File: src/hdl/sfcs_pkg.sv
// ============================================================================
// SPI flash command slave package
// Command codes, reply constants and the structures that pass between the
// command decoder, the flash array and the output register.
// ============================================================================
package sfcs_pkg;

    localparam int unsigned FLASH_BYTES_DEF = 262144;
    localparam int unsigned ADDR_W          = 24;

    localparam logic [7:0] CMD_WRDI = 8'h04;
    localparam logic [7:0] CMD_RDSR = 8'h05;
    localparam logic [7:0] CMD_WREN = 8'h06;
    localparam logic [7:0] CMD_READ = 8'h03;
    localparam logic [7:0] CMD_PW   = 8'h0A;
    localparam logic [7:0] CMD_RDID = 8'h9F;

    localparam logic [7:0] ID_BYTE_1  = 8'h20;
    localparam logic [7:0] ID_BYTE_2  = 8'h40;
    localparam logic [7:0] ID_BYTE_3  = 8'h12;
    localparam logic [7:0] STATUS_WEL = 8'h02;

    localparam logic [2:0] POS_CMD   = 3'd1;
    localparam logic [2:0] POS_ID_2  = 3'd2;
    localparam logic [2:0] POS_ID_3  = 3'd3;
    localparam logic [2:0] POS_DATA  = 3'd4;

    typedef struct packed {
        logic              wr;
        logic              rd;
        logic [ADDR_W-1:0] addr;
        logic [7:0]        wdata;
    } t_mem_req;

    typedef struct packed {
        logic       mem_rd;
        logic [7:0] data;
    } t_ctrl_res;

endpackage

File: src/hdl/sfcs_ctrl.sv
// ============================================================================
// SPI flash command decoder
// Holds the command state and works out the reply byte and the flash access
// for each accepted request.
// ============================================================================
module sfcs_ctrl (
    input  logic               i_clk,
    input  logic               i_rst_n,
    input  logic               i_accept,
    input  logic [7:0]         i_data_in,
    input  logic               i_keep_selected,
    output sfcs_pkg::t_mem_req  o_mem_req,
    output sfcs_pkg::t_ctrl_res o_res
);
    import sfcs_pkg::*;

    logic              r_selected, n_selected;
    logic [7:0]        r_command,  n_command;
    logic [2:0]        r_pos,      n_pos;
    logic [ADDR_W-1:0] r_address,  n_address;
    logic              r_wel,      n_wel;

    always_ff @(posedge i_clk) begin
        if (!i_rst_n) begin
            r_selected <= 1'b0;
            r_command  <= '0;
            r_pos      <= '0;
            r_address  <= '0;
            r_wel      <= 1'b0;
        end else begin
            r_selected <= n_selected;
            r_command  <= n_command;
            r_pos      <= n_pos;
            r_address  <= n_address;
            r_wel      <= n_wel;
        end
    end

    always_comb begin
        n_selected = r_selected;
        n_command  = r_command;
        n_pos      = r_pos;
        n_address  = r_address;
        n_wel      = r_wel;
        o_mem_req  = '0;
        o_res      = '0;
        if (i_accept) begin
            if (!r_selected) begin
                n_selected = 1'b1;
                n_command  = i_data_in;
                n_pos      = POS_CMD;
                n_address  = '0;
                if (i_data_in == CMD_WRDI) begin
                    n_wel = 1'b0;
                end else if (i_data_in == CMD_WREN) begin
                    n_wel = 1'b1;
                end
            end else begin
                case (r_command)
                    CMD_RDSR: begin
                        o_res.data = r_wel ? STATUS_WEL : 8'h00;
                    end
                    CMD_RDID: begin
                        case (r_pos)
                            POS_CMD:  o_res.data = ID_BYTE_1;
                            POS_ID_2: o_res.data = ID_BYTE_2;
                            POS_ID_3: o_res.data = ID_BYTE_3;
                            default:  o_res.data = 8'h00;
                        endcase
                    end
                    CMD_READ, CMD_PW: begin
                        if (r_pos < POS_DATA) begin
                            n_address = {r_address[ADDR_W-9:0], i_data_in};
                        end else begin
                            o_mem_req.addr = r_address;
                            if (r_command == CMD_READ) begin
                                o_mem_req.rd = 1'b1;
                                o_res.mem_rd = 1'b1;
                            end else begin
                                o_mem_req.wr    = 1'b1;
                                o_mem_req.wdata = i_data_in;
                                o_res.data      = i_data_in;
                            end
                            n_address = r_address + {{(ADDR_W-1){1'b0}}, 1'b1};
                        end
                    end
                    default: begin
                        o_res.data = 8'h00;
                    end
                endcase
                if (r_pos < POS_DATA) begin
                    n_pos = r_pos + 3'd1;
                end
            end
            if (!i_keep_selected) begin
                n_selected = 1'b0;
                n_command  = '0;
            end
        end
    end

    a_no_rd_and_wr: assert property (@(posedge i_clk) disable iff (!i_rst_n)
        !(o_mem_req.wr && o_mem_req.rd))
        else $error("Flash read and write requested together.");

    a_wr_only_in_pw_data: assert property (@(posedge i_clk) disable iff (!i_rst_n)
        o_mem_req.wr |-> (r_selected && r_command == CMD_PW && r_pos == POS_DATA))
        else $error("Flash write outside the data phase of a write command.");

    a_pos_saturates: assert property (@(posedge i_clk) disable iff (!i_rst_n)
        r_pos <= POS_DATA)
        else $error("Byte position ran past saturation.");

    a_deselect: assert property (@(posedge i_clk) disable iff (!i_rst_n)
        (i_accept && !i_keep_selected) |=> (!r_selected && r_command == 8'h00))
        else $error("Block stayed selected after a final byte.");

    a_idle_no_command: assert property (@(posedge i_clk) disable iff (!i_rst_n)
        !r_selected |-> r_command == 8'h00)
        else $error("Command held while deselected.");

endmodule

File: config.mk
export PLATFORM = sky130hd
export DESIGN_NAME = sfcs_ctrl
export DESIGN_NICKNAME = d
export VERILOG_FILES = /design/src/hdl/sfcs_pkg.sv /design/src/hdl/sfcs_ctrl.sv
export SDC_FILE = /design/constraint.sdc
export NUM_CORES = 1
export LEC_CHECK = 0
export BUFFER_PORTS_ARGS = -buffer_cell sky130_fd_sc_hd__clkbuf_2
export CAP_MARGIN = 10
export CORE_ASPECT_RATIO = 0.5
export CORE_MARGIN = 3
export CORE_UTILIZATION = 45
export DETAILED_ROUTE_END_ITERATION = 6
export HOLD_SLACK_MARGIN = 0.1
export PLACE_DENSITY = 0.68
export REMOVE_ABC_BUFFERS = 1
export SETUP_SLACK_MARGIN = 0.1
export SLEW_MARGIN = 0
export SYNTH_ARGS = -nofsm -noshare
export SYNTH_HDL_FRONTEND = slang
export SYNTH_SLANG_ARGS = --single-unit
File: constraint.sdc
create_clock -name i_clk -period 3.5 [get_ports i_clk]
set_clock_uncertainty 0.1 [all_clocks]
set_input_delay 0.525 -clock i_clk [delete_from_list [all_inputs] [get_ports i_clk]]
set_output_delay 0.525 -clock i_clk [all_outputs]
set_load 0.005 [all_outputs]
=== Word-level counts from Yosys, hierarchy flattened ===
Cells that the tools add are included.
W data, S select, Z words.

* Eq/ne operators: 12
* Reduce and logical (&&, ||, !) cells: 6
* Mux-type cells: 24
* Bitwise operators: 1
* Order comparisons: 1
* Add/subtract/negate cells: 2

{| class="wikitable"
|+ Operators with widths
! operator !! count
|-
| $mux W34 || 4
|-
| $mux W24 || 3
|-
| $mux W9 || 3
|-
| $add A24 B1 Y24 const B || 1
|-
| $eq A8 B3 Y1 const B || 3
|-
| $mux W8 || 3
|-
| $pmux W8 S3 || 1
|-
| $pmux W7 S3 || 1
|-
| $eq A8 B2 Y1 const B || 1
|-
| $eq A8 B4 Y1 const B || 1
|-
| $eq A8 B8 Y1 const B || 1
|-
| $eq A3 B2 Y1 const B || 2
|-
| $mux W1 || 6
|-
| $mux W3 || 2
|-
| $reduce_and A2 Y1 || 3
|-
| $ne A2 B1 Y1 const B || 2
|-
| $add A3 B1 Y3 const B || 1
|-
| $eq A3 B1 Y1 const B || 1
|-
| $lt A3 B3 Y1 const B || 1
|-
| $reduce_and A3 Y1 || 1
|-
| $mux W2 || 1
|-
| $ne A2 B2 Y1 const B || 1
|-
| $reduce_bool A2 Y1 || 1
|-
| $reduce_or A2 Y1 || 1
|-
| $not A1 Y1 || 1
|}

* Logic and storage cells: 51
* Register bits after elaboration: 37
* Output and inout bits: 43
* Bits of input ports: 12

=== Longest topological paths before layout ===
Gate-level depths: netlist of run 1.

* Word-level depth: 6
* Gate-level depth with buffers: 8
* Depth with buffers taken out: 6

=== Least setup slack after synthesis of run 1 ===
Ideal clock, no wire load.

* Path type: input port to output port
* From: in i_accept
* To: out o_res[0] (netlist bit)
* Arrival time: 1977 ps
* Data required time: 2875 ps
* Stages on the path: 5
* Path buffers: 2
* Setup slack: 898 ps
* Cells stage by stage: buf_6 -> nand3_1 -> nor4b_1 -> and2_1 -> buf_4

{| class="wikitable"
|+ RTL lines
! item !! line !! source
|-
| start, declared || sfcs_ctrl.sv:9 || <nowiki>input logic i_accept,</nowiki>
|-
| end, declared || sfcs_ctrl.sv:13 || <nowiki>output sfcs_pkg::t_ctrl_res o_res</nowiki>
|}

==> flow_summary.yaml, run 1 <==
status:
  status: "complete, no violations"
cells_and_area:
  area_growth_pct: 13.64
  n_fill_cell: 535
  diodes: 0
  nets: 395
  final_area_mm2: 0.003012
  drive_gt1_share_pct: 20.58
sta:
  setup_tns_ns: 0
  fmax_mhz: 320.4
  fin_crit_sh_pct: 89.17
  drv_slew: 0
  hold_violations: 0
  slew_headroom_pct: 41.59
  post-route-worst-setup-slack_ns: 0.3790
  fin_crit_ns: 3.121
  rsz0062_at_grt: "no"
  tightest_slew_ns: 0.8762
  finalSetupViolations: 0
route:
  vias: 2647
  dr.pass1.iters: 4
  drtAntennaViolNets: 0
  wl_per_cell_um: 15.89
  drtIter0Drc: 157
  via_per_inst: 5.856
  drc: 0
  wl_um: 7183
clock_network:
  root_buffer: "clkbuf_16"
  cts_sinks: 37
  numCtsBuffers: 5
  clock_latency_ns: 0.28
  cts_resized: 0
  cts_buffer_depth: 2
  postCtsHoldBufs: 0
  h-tree-depth: 2
  post_cts_buffers: 0
  tritoncts: "built"
  clk_pin_slew_ns: 0.05
setup_path:
  cp_slowest_cell: "or3_1"
  path_class: "reg -> out"
  cp_slowest_stage_delay_ns: 0.61
  critPathTopFamily: "simple AND/OR/NAND/NOR gates"
  worstSetupPathDepth: 5
  arrival_ns: 2.50
  critPathCaptureType: "output pin"
  cp.required_ns: 2.87
  cp_max_fo: 19
  path_cells: "or4_4, or3_1, nor2_4, and2_2, clkbuf_2"
  critPathBufInv: 1
  cp-start-kind: "flop"
  reg2regPathDepth: 6
pwr:
  p_sw_w: 0.0002229
  leakage_nw: 1.181
  intPower_w: 0.0007179
  vdd_drop_max_uv: 222.9
  p_seq_share_pct: 46.5
  switching_share_pct: 23.69
  power_w: 0.0009409
  p_clk_share_pct: 45.9
  pwr-share-comb_pct: 7.6
  p_per_area_mw_per_mm2: 312.4
logic_synthesis:
  avgSynthCellArea_um2: 7.771
  yosysUniqueCellTypes: 57
  ys.flop_type: "dfxtp_1"
  syn_inst: 341
  yosys_warnings: 0
  synth.yosys.seq_area_share_pct: 27.95
  synth_edf_count: 0
  ys_ff_latch: 37
  synthArstFlopShare_pct: 0
  synth_area_mm2: 0.002650
global_routing:
  grt_pass1_vias: 2379
  overflow: 0
  grt_util_all_layers_pct: 21.46
  grt_max_degree: 36
  antenna_found_initial: 0
  grt_pass1_wl_um: 11810
placed_design:
  port_buffers: 54
  dpl.hpwl_um: 5163
  place.gp.congestion: 0.8816
  place_area_mm2: 0.002875
  dp_slack_ns: 0.6662
min_path:
  hold_class: "reg -> reg"
  holdPathStages: 2
floorplanning:
  die_w_um: 114.5
  die_h_um: 60.27
  dieArea_mm2: 0.006902
  start_util_pct: 47.44
  fp-row-count: 19
  core_mm2: 0.005587
  boundaryPins: 55
run:
  drv_cap: 0
cell type report:
class | instances | area (µm²) | share of cell area, %
Clock buffer | 8 | 136.4 | 4.528
Inverter | 12 | 45.04 | 1.496
Multi-Input combinational cell | 263 | 1690 | 56.13
Sequential cell | 37 | 740.7 | 24.59
Tap cell | 73 | 91.34 | 3.033
Timing Repair Buffer | 59 | 307.8 | 10.22
power groups by stage:
stage | registers [W] | clock network, W | logic (W)
after global placement | 0.000446 | 0 | 0.0000688
after floorplan | 0.000443 | 0 | 0.0000428
after CTS | 0.000437 | 0.000441 | 0.0000711
after detailed placement | 0.000446 | 0 | 0.0000709
after global routing | 0.000438 | 0.000457 | 0.0000798
final | 0.000438 | 0.000432 | 0.0000718
routing by layer:
layer,track usage (%),routed length (µm)
met5,0,0
met4,6.937,97
met3,3.640,518
met2,35.07,3252
met1,29.07,3315
final timing paths:
kind,startpoint,endpoint,slack [ns]
worst max register to register,r_command[7],r_address[9],1.12
worst min-delay path,r_address[20],r_address[20],0.41
worst max-delay path,r_command[7],o_mem_req[22],0.38
worst min register to register,r_address[20],r_address[20],0.41
per-stage QoR:
stage	util [%]	hold WS [ns]	instances
finish	53.91	0.4123	452
global route	53.91	0.4389	452
CTS	53.91	0.4110	452
detailed placement	51.47	0.4002	444
global placement	51.47	0.3876	444
floorplan	-	0.3729	312
placed cells by master (no fill, tap or decap), types with 3 or more instances in the layout:
cell type  netlist  layout
a31oi_1          4       4
dfxtp_1         37      37
a22oi_1          7       7
clkbuf_2         0      54
buf_4            6       5
a22o_1          12      12
nor2_1          26      26
clkbuf_16        0       5
nand2_1         25      25
nand4_1          5       5
o21ai_0         11      11
a21oi_1         22      22
nor4_1          10      10
ha_1             5       5
xnor2_1          6       6
o21ai_1          5       5
nand3_1         17      17
nor3_1          10      10
nor2b_1         13      13
inv_1           12      12
or4_1            3       3
o31ai_1          3       3
mux2i_1          4       4
a32oi_1          6       6
clkbuf_1        13       3
and2_1          27      27
xor2_1           6       6
synthesized netlist by cell type, types with 7 or more instances:
library cell,number,area (µm²)
a21oi_1,22,110.1
a22o_1,12,105.1
a22oi_1,7,52.55
and2_1,27,168.9
clkbuf_1,13,48.80
dfxtp_1,37,740.7
inv_1,12,45.04
nand2_1,25,93.84
nand3_1,17,85.08
nor2_1,26,97.59
nor2b_1,13,81.33
nor3_1,10,50.05
nor4_1,10,62.56
o21ai_0,11,55.05
kinds of logic after synthesis:
group	share of synthesized area, %
mux	1.936
flops	27.95
simple gates	32.58
compound gates	22.95
xor+xnor	3.966
buf+inv	8.262
fa+ha+maj	2.361
flip-flops by register name (all words and copies together) (netlist names):
signal,cells
r_pos,3
r_selected,1
r_command,8
r_wel,1
r_address,24
worst register-to-register path: cells and delay by family, from the launching register on:
family / cells / cell delay [ns]
DFF: 1 / 0.33
buffers and inverters: 1 / 0.26
and+or+nand+nor: 3 / 1.30
AOI/OAI and AO/OA: 2 / 0.32
Power figures use the tool's default switching activity.
==> inputs of run 2 (changes only) <==
--- a/config.mk
+++ b/config.mk
@@ -12,7 +12,7 @@
 export CORE_UTILIZATION = 45
 export DETAILED_ROUTE_END_ITERATION = 6
 export HOLD_SLACK_MARGIN = 0.1
-export PLACE_DENSITY = 0.68
+export PLACE_DENSITY_LB_ADDON = 0.15
 export REMOVE_ABC_BUFFERS = 1
 export SETUP_SLACK_MARGIN = 0.1
 export SLEW_MARGIN = 0
==> flow_summary.yaml, run 2 (synthesized netlist as in run 1, its figures left out) <==
placed_design:
  dpl.hpwl_um: 5290
  dp_slack_ns: 0.6213
  place.gp.congestion: 0.8894
  place_area_mm2: 0.002875
  port_buffers: 54
clock_network:
  h-tree-depth: 2
  tritoncts: "built"
  numCtsBuffers: 5
  cts_resized: 0
  cts_buffer_depth: 2
  clk_pin_slew_ns: 0.05
  clock_latency_ns: 0.28
  post_cts_buffers: 0
  postCtsHoldBufs: 0
  cts_sinks: 37
  root_buffer: "clkbuf_16"
route:
  drtIter0Drc: 174
  wl_um: 7527
  vias: 2690
  drc: 0
  via_per_inst: 5.965
  drtAntennaViolNets: 0
  wl_per_cell_um: 16.69
  dr.pass1.iters: 5
cells_and_area:
  final_area_mm2: 0.003018
  largest_reg_flops: 24
  drive_gt1_share_pct: 20.90
  top_register: "r_address"
  multiInputGateArea_mm2: 0.001690
  diodes: 0
  area_growth_pct: 13.88
  top_regs: "r_address x24, r_command x8, r_pos x3"
  final_cell_mix: "54 x clkbuf_2, 37 x dfxtp_1, 27 x and2_1"
  final_common_cell: "clkbuf_2"
  nets: 395
  regArea_um2: 740.7
  n_fill_cell: 559
pwr:
  leakage_nw: 1.186
  p_per_area_mw_per_mm2: 319.9
  vdd_drop_max_uv: 213.8
  power_w: 0.0009655
floorplanning:
  start_util_pct: 47.44
  boundaryPins: 55
  die_w_um: 114.5
  dieArea_mm2: 0.006902
  fp-row-count: 19
  core_mm2: 0.005587
  die_h_um: 60.27
sta:
  rsz0062_at_grt: "no"
  drv_slew: 0
  post-route-worst-setup-slack_ns: 0.3285
  hold_violations: 0
  fin_crit_sh_pct: 90.61
  fin_crit_ns: 3.171
  setup_tns_ns: 0
  slew_headroom_pct: 39.89
  finalSetupViolations: 0
  holdWs_ns: 0.4110
  fmax_mhz: 315.3
  tightest_slew_ns: 0.9017
status:
  status: "complete, no violations"
min_path:
  min_to: "r_address[16]"
  hp-start: "r_address[16]"
  hold_class: "reg -> reg"
  holdPathStages: 2
setup_path:
  arrival_ns: 2.55
  critPathCaptureType: "output pin"
  r2r_slack_ns: 1.14
  cp-start-kind: "flop"
  path_class: "reg -> out"
  reg2reg_from: "r_address[7]"
  cp_max_fo: 19
  cp.required_ns: 2.87
  rr_endpoint: "r_address[21]"
  reg2regPathDepth: 5
global_routing:
  overflow: 0
  grt_pass1_wl_um: 12390
  grt_pass1_vias: 2447
  grt_util_all_layers_pct: 22.88
  grt_max_degree: 35
  antenna_found_initial: 0
run:
  drv_cap: 0
==> run 2: cell types whose count changed in the layout (fill, tap and decap cells not counted) <==
cell      previous run  this run
clkbuf_1             3         1
clkbuf_8             0         1
==> run 2: area by class of cell <==
type | count | share of cell area [%]
Inverter | 12 | 1.493
Timing Repair Buffer | 59 | 10.20
Clock buffer | 7 | 4.726
Sequential cell | 37 | 24.54
Tap cell | 73 | 3.027
Multi-Input combinational cell | 263 | 56.01
==> run 2: worst max-delay path, stage by stage, from the launching register on <==
cell	delay (ns)
dfxtp_1	0.33
or4_4	0.58
or3_1	0.62
nor2_4	0.41
and2_2	0.21
clkbuf_2	0.10
==> run 2: where the power goes <==
| part | internal, W | switching [W] |
|---|---|---|
| Sequential | 0.000427 | 0.00000729 |
| Combinational | 0.0000271 | 0.0000495 |
| Clock | 0.000280 | 0.000175 |
==> run 2: per-stage QoR <==
| stage | utilization, % | std cells |
|---|---|---|
| CTS | 54.02 | 451 |
| floorplan | - | 312 |
| global route | 54.02 | 451 |
| detailed placement | 51.47 | 444 |
| finish | 54.02 | 451 |
| global placement | 51.47 | 444 |
==> run 2: worst max path at each step <==
stage | slack (ns) | to | startpoint
after detailed placement | 0.62 | o_mem_req[22] | r_command[7]
after global placement | 0.69 | o_mem_req[22] | r_command[7]
after floorplan | 0.50 | o_mem_req[0] | r_pos[2]
after global routing | 0.18 | o_mem_req[22] | r_command[7]
after CTS | 0.31 | o_mem_req[22] | r_command[7]
final | 0.33 | o_mem_req[22] | r_command[7]
==> run 2: routing by layer <==
metal | vias up | track usage (%) | share of wire (%)
li1 | 1300 | - | -
met1 | 1287 | 31.11 | 47
met2 | 95 | 35.81 | 45
met3 | 8 | 6.370 | 7.7
met4 | 0 | 6.091 | 0.78
met5 | - | 0 | 0
==> inputs of run 3 (changes only) <==
--- a/config.mk
+++ b/config.mk
@@ -5,6 +5,7 @@
 export SDC_FILE = /design/constraint.sdc
 export NUM_CORES = 1
 export LEC_CHECK = 0
+export ABC_AREA = 1
 export BUFFER_PORTS_ARGS = -buffer_cell sky130_fd_sc_hd__clkbuf_2
 export CAP_MARGIN = 10
 export CORE_ASPECT_RATIO = 0.5
@@ -13,7 +14,6 @@
 export DETAILED_ROUTE_END_ITERATION = 6
 export HOLD_SLACK_MARGIN = 0.1
 export PLACE_DENSITY_LB_ADDON = 0.15
-export REMOVE_ABC_BUFFERS = 1
 export SETUP_SLACK_MARGIN = 0.1
 export SLEW_MARGIN = 0
 export SYNTH_ARGS = -nofsm -noshare
==> constraint.sdc (replaced) <==
create_clock -name i_clk -period 3.5 [get_ports i_clk]
set_clock_uncertainty 0.1 [all_clocks]
set_input_delay 0.525 -clock i_clk [delete_from_list [all_inputs] [get_ports i_clk]]
set_output_delay 0.525 -clock i_clk [all_outputs]
set_load 0.01 [all_outputs]
==> flow_summary.yaml, run 3 <==
sta:
  rsz0062_at_grt: "no"
  tightest_slew_ns: 0.7100
  holdWs_ns: 0.3645
  fin_crit_sh_pct: 72.28
  slew_headroom_pct: 52.37
  post-route-worst-setup-slack_ns: 0.9702
  finalSetupViolations: 0
  setup_tns_ns: 0
  fmax_mhz: 395.3
  drv_slew: 0
  fin_crit_ns: 2.530
  hold_violations: 0
logic_synthesis:
  synth_nets: 491
  avgSynthCellArea_um2: 5.834
  synth_top_cell_by_area: "dfxtp_1"
  yosys_warnings: 0
  synth_edf_count: 0
  ys.flop_type: "dfxtp_1"
  synth_area_mm2: 0.002765
  yosysUniqueCellTypes: 27
  synthArstFlopShare_pct: 0
  synth.yosys.seq_area_share_pct: 26.79
  synth_commonest_cells: "130 x nand2_1, 61 x nor2_1, 58 x inv_1"
  syn_inst: 474
  synth_top_area_share_pct: 26.79
  synth.most_common_cell: "nand2_1"
  synthTopCellsByArea: "dfxtp_1 27%, nand2_1 18%, nor2_1 8.3%, inv_1 7.9%, a21oi_1 7.2%"
  ys_ff_latch: 37
clock_network:
  cts_resized: 0
  cts_sinks: 37
  clock_latency_ns: 0.28
  tritoncts: "built"
  postCtsHoldBufs: 0
  post_cts_buffers: 0
  clk_pin_slew_ns: 0.06
  root_buffer: "clkbuf_16"
  cts_buffer_depth: 2
  h-tree-depth: 2
  numCtsBuffers: 5
floorplanning:
  boundaryPins: 55
  die_h_um: 61.43
  die_w_um: 116.9
  fp-row-count: 19
  dieArea_mm2: 0.007179
  core_mm2: 0.005705
  start_util_pct: 48.46
cells_and_area:
  top_regs: "r_address x24, r_command x8, r_pos x3"
  final_cell_mix: "130 x nand2_1, 61 x nor2_1, 58 x inv_1"
  drive_gt1_share_pct: 16.38
  diodes: 0
  top_register: "r_address"
  area_growth_pct: 14.71
  final_common_cell: "nand2_1"
  nets: 535
  largest_reg_flops: 24
pwr:
  power_w: 0.0009659
  leakage_nw: 1.186
  p_per_area_mw_per_mm2: 304.5
  vdd_drop_max_uv: 172.5
global_routing:
  grt_pass1_vias: 2674
  grt_max_degree: 35
  grt_util_all_layers_pct: 22.94
  grt_pass1_wl_um: 12910
  overflow: 0
  antenna_found_initial: 0
placed_design:
  dpl.hpwl_um: 5750
  place.gp.congestion: 0.8783
  port_buffers: 54
  dp_slack_ns: 1.058
setup_path:
  path_class: "reg -> out"
  reg2regPathDepth: 8
  critPathCaptureType: "output pin"
  arrival_ns: 1.90
  r2r_slack_ns: 1.68
  rr_endpoint: "r_address[16]"
  cp_max_fo: 34
  cp-start-kind: "flop"
  reg2reg_from: "r_address[1]"
  cp.required_ns: 2.87
min_path:
  min_to: "r_address[15]"
  holdPathStages: 3
  hold_class: "in -> reg"
  hp-start: "i_rst_n"
route:
  via_per_inst: 5.090
  dr.pass1.iters: 5
  wl_um: 7882
  drtIter0Drc: 279
  drtAntennaViolNets: 0
  drc: 0
  vias: 3013
  wl_per_cell_um: 13.31
run:
  drv_cap: 0
status:
  status: "complete, no violations"
-- run 3: cells by family after synthesis --
logic type / synth area share (%)
AOI/OAI and AO/OA: 12.49
xor gates and xnor gates: 1.267
adders and majority gates: 2.262
buffers and inverters: 13.44
DFF: 26.79
and+or+nand+nor: 43.76
-- run 3: area by class of cell --
type / instances / area (µm²)
clock inverter: 3 / 21.27
fill: 628 / 2534
multi-input combinational: 353 / 1653
clock buffer: 5 / 125.1
inverter: 62 / 232.7
sequential: 37 / 740.7
tap: 73 / 91.34
timing repair buffer: 59 / 307.8
-- run 3: worst max-delay path, stage by stage, from the launching register on --
cell,delay [ns]
dfxtp_1,0.33
buf_4,0.33
nand2_1,0.30
buf_4,0.29
nor3_1,0.20
clkbuf_2,0.17
-- run 3: report_power, final --
part	internal (W)	switching, W	total (W)
clock	0.000265	0.000196	0.000461
sequential	0.000428	0.00000840	0.000437
combinational	0.0000186	0.0000493	0.0000679
-- run 3: how the worst max path moves through the flow --
stage | startpoint | end | cells after the start
after floorplan | r_command[7] | o_res[2] | 8
after global placement | i_accept | o_mem_req[9] | 7
after detailed placement | i_accept | o_mem_req[31] | 7
after CTS | r_pos[2] | o_mem_req[31] | 5
after global routing | r_selected | o_mem_req[23] | 6
final | r_pos[2] | o_mem_req[28] | 5
-- run 3: per-stage QoR --
step / utilization, % / cells / cell area, µm²
after floorplan: - / 474 / 2765
after global placement: 53.03 / 584 / 3025
after detailed placement: 53.03 / 584 / 3025
after CTS: 55.59 / 592 / 3172
after global routing: 55.59 / 592 / 3172
final: 55.59 / 592 / 3172
-- run 3: metal layers --
metal / wire length [µm] / vias to the layer above / global-route usage, %
li1: - / 1595 / -
met5: 0 / - / 0
met2: 3403 / 92 / 37.11
met3: 565 / 7 / 5.005
met4: 36 / 0 / 3.922
met1: 3876 / 1319 / 32.25
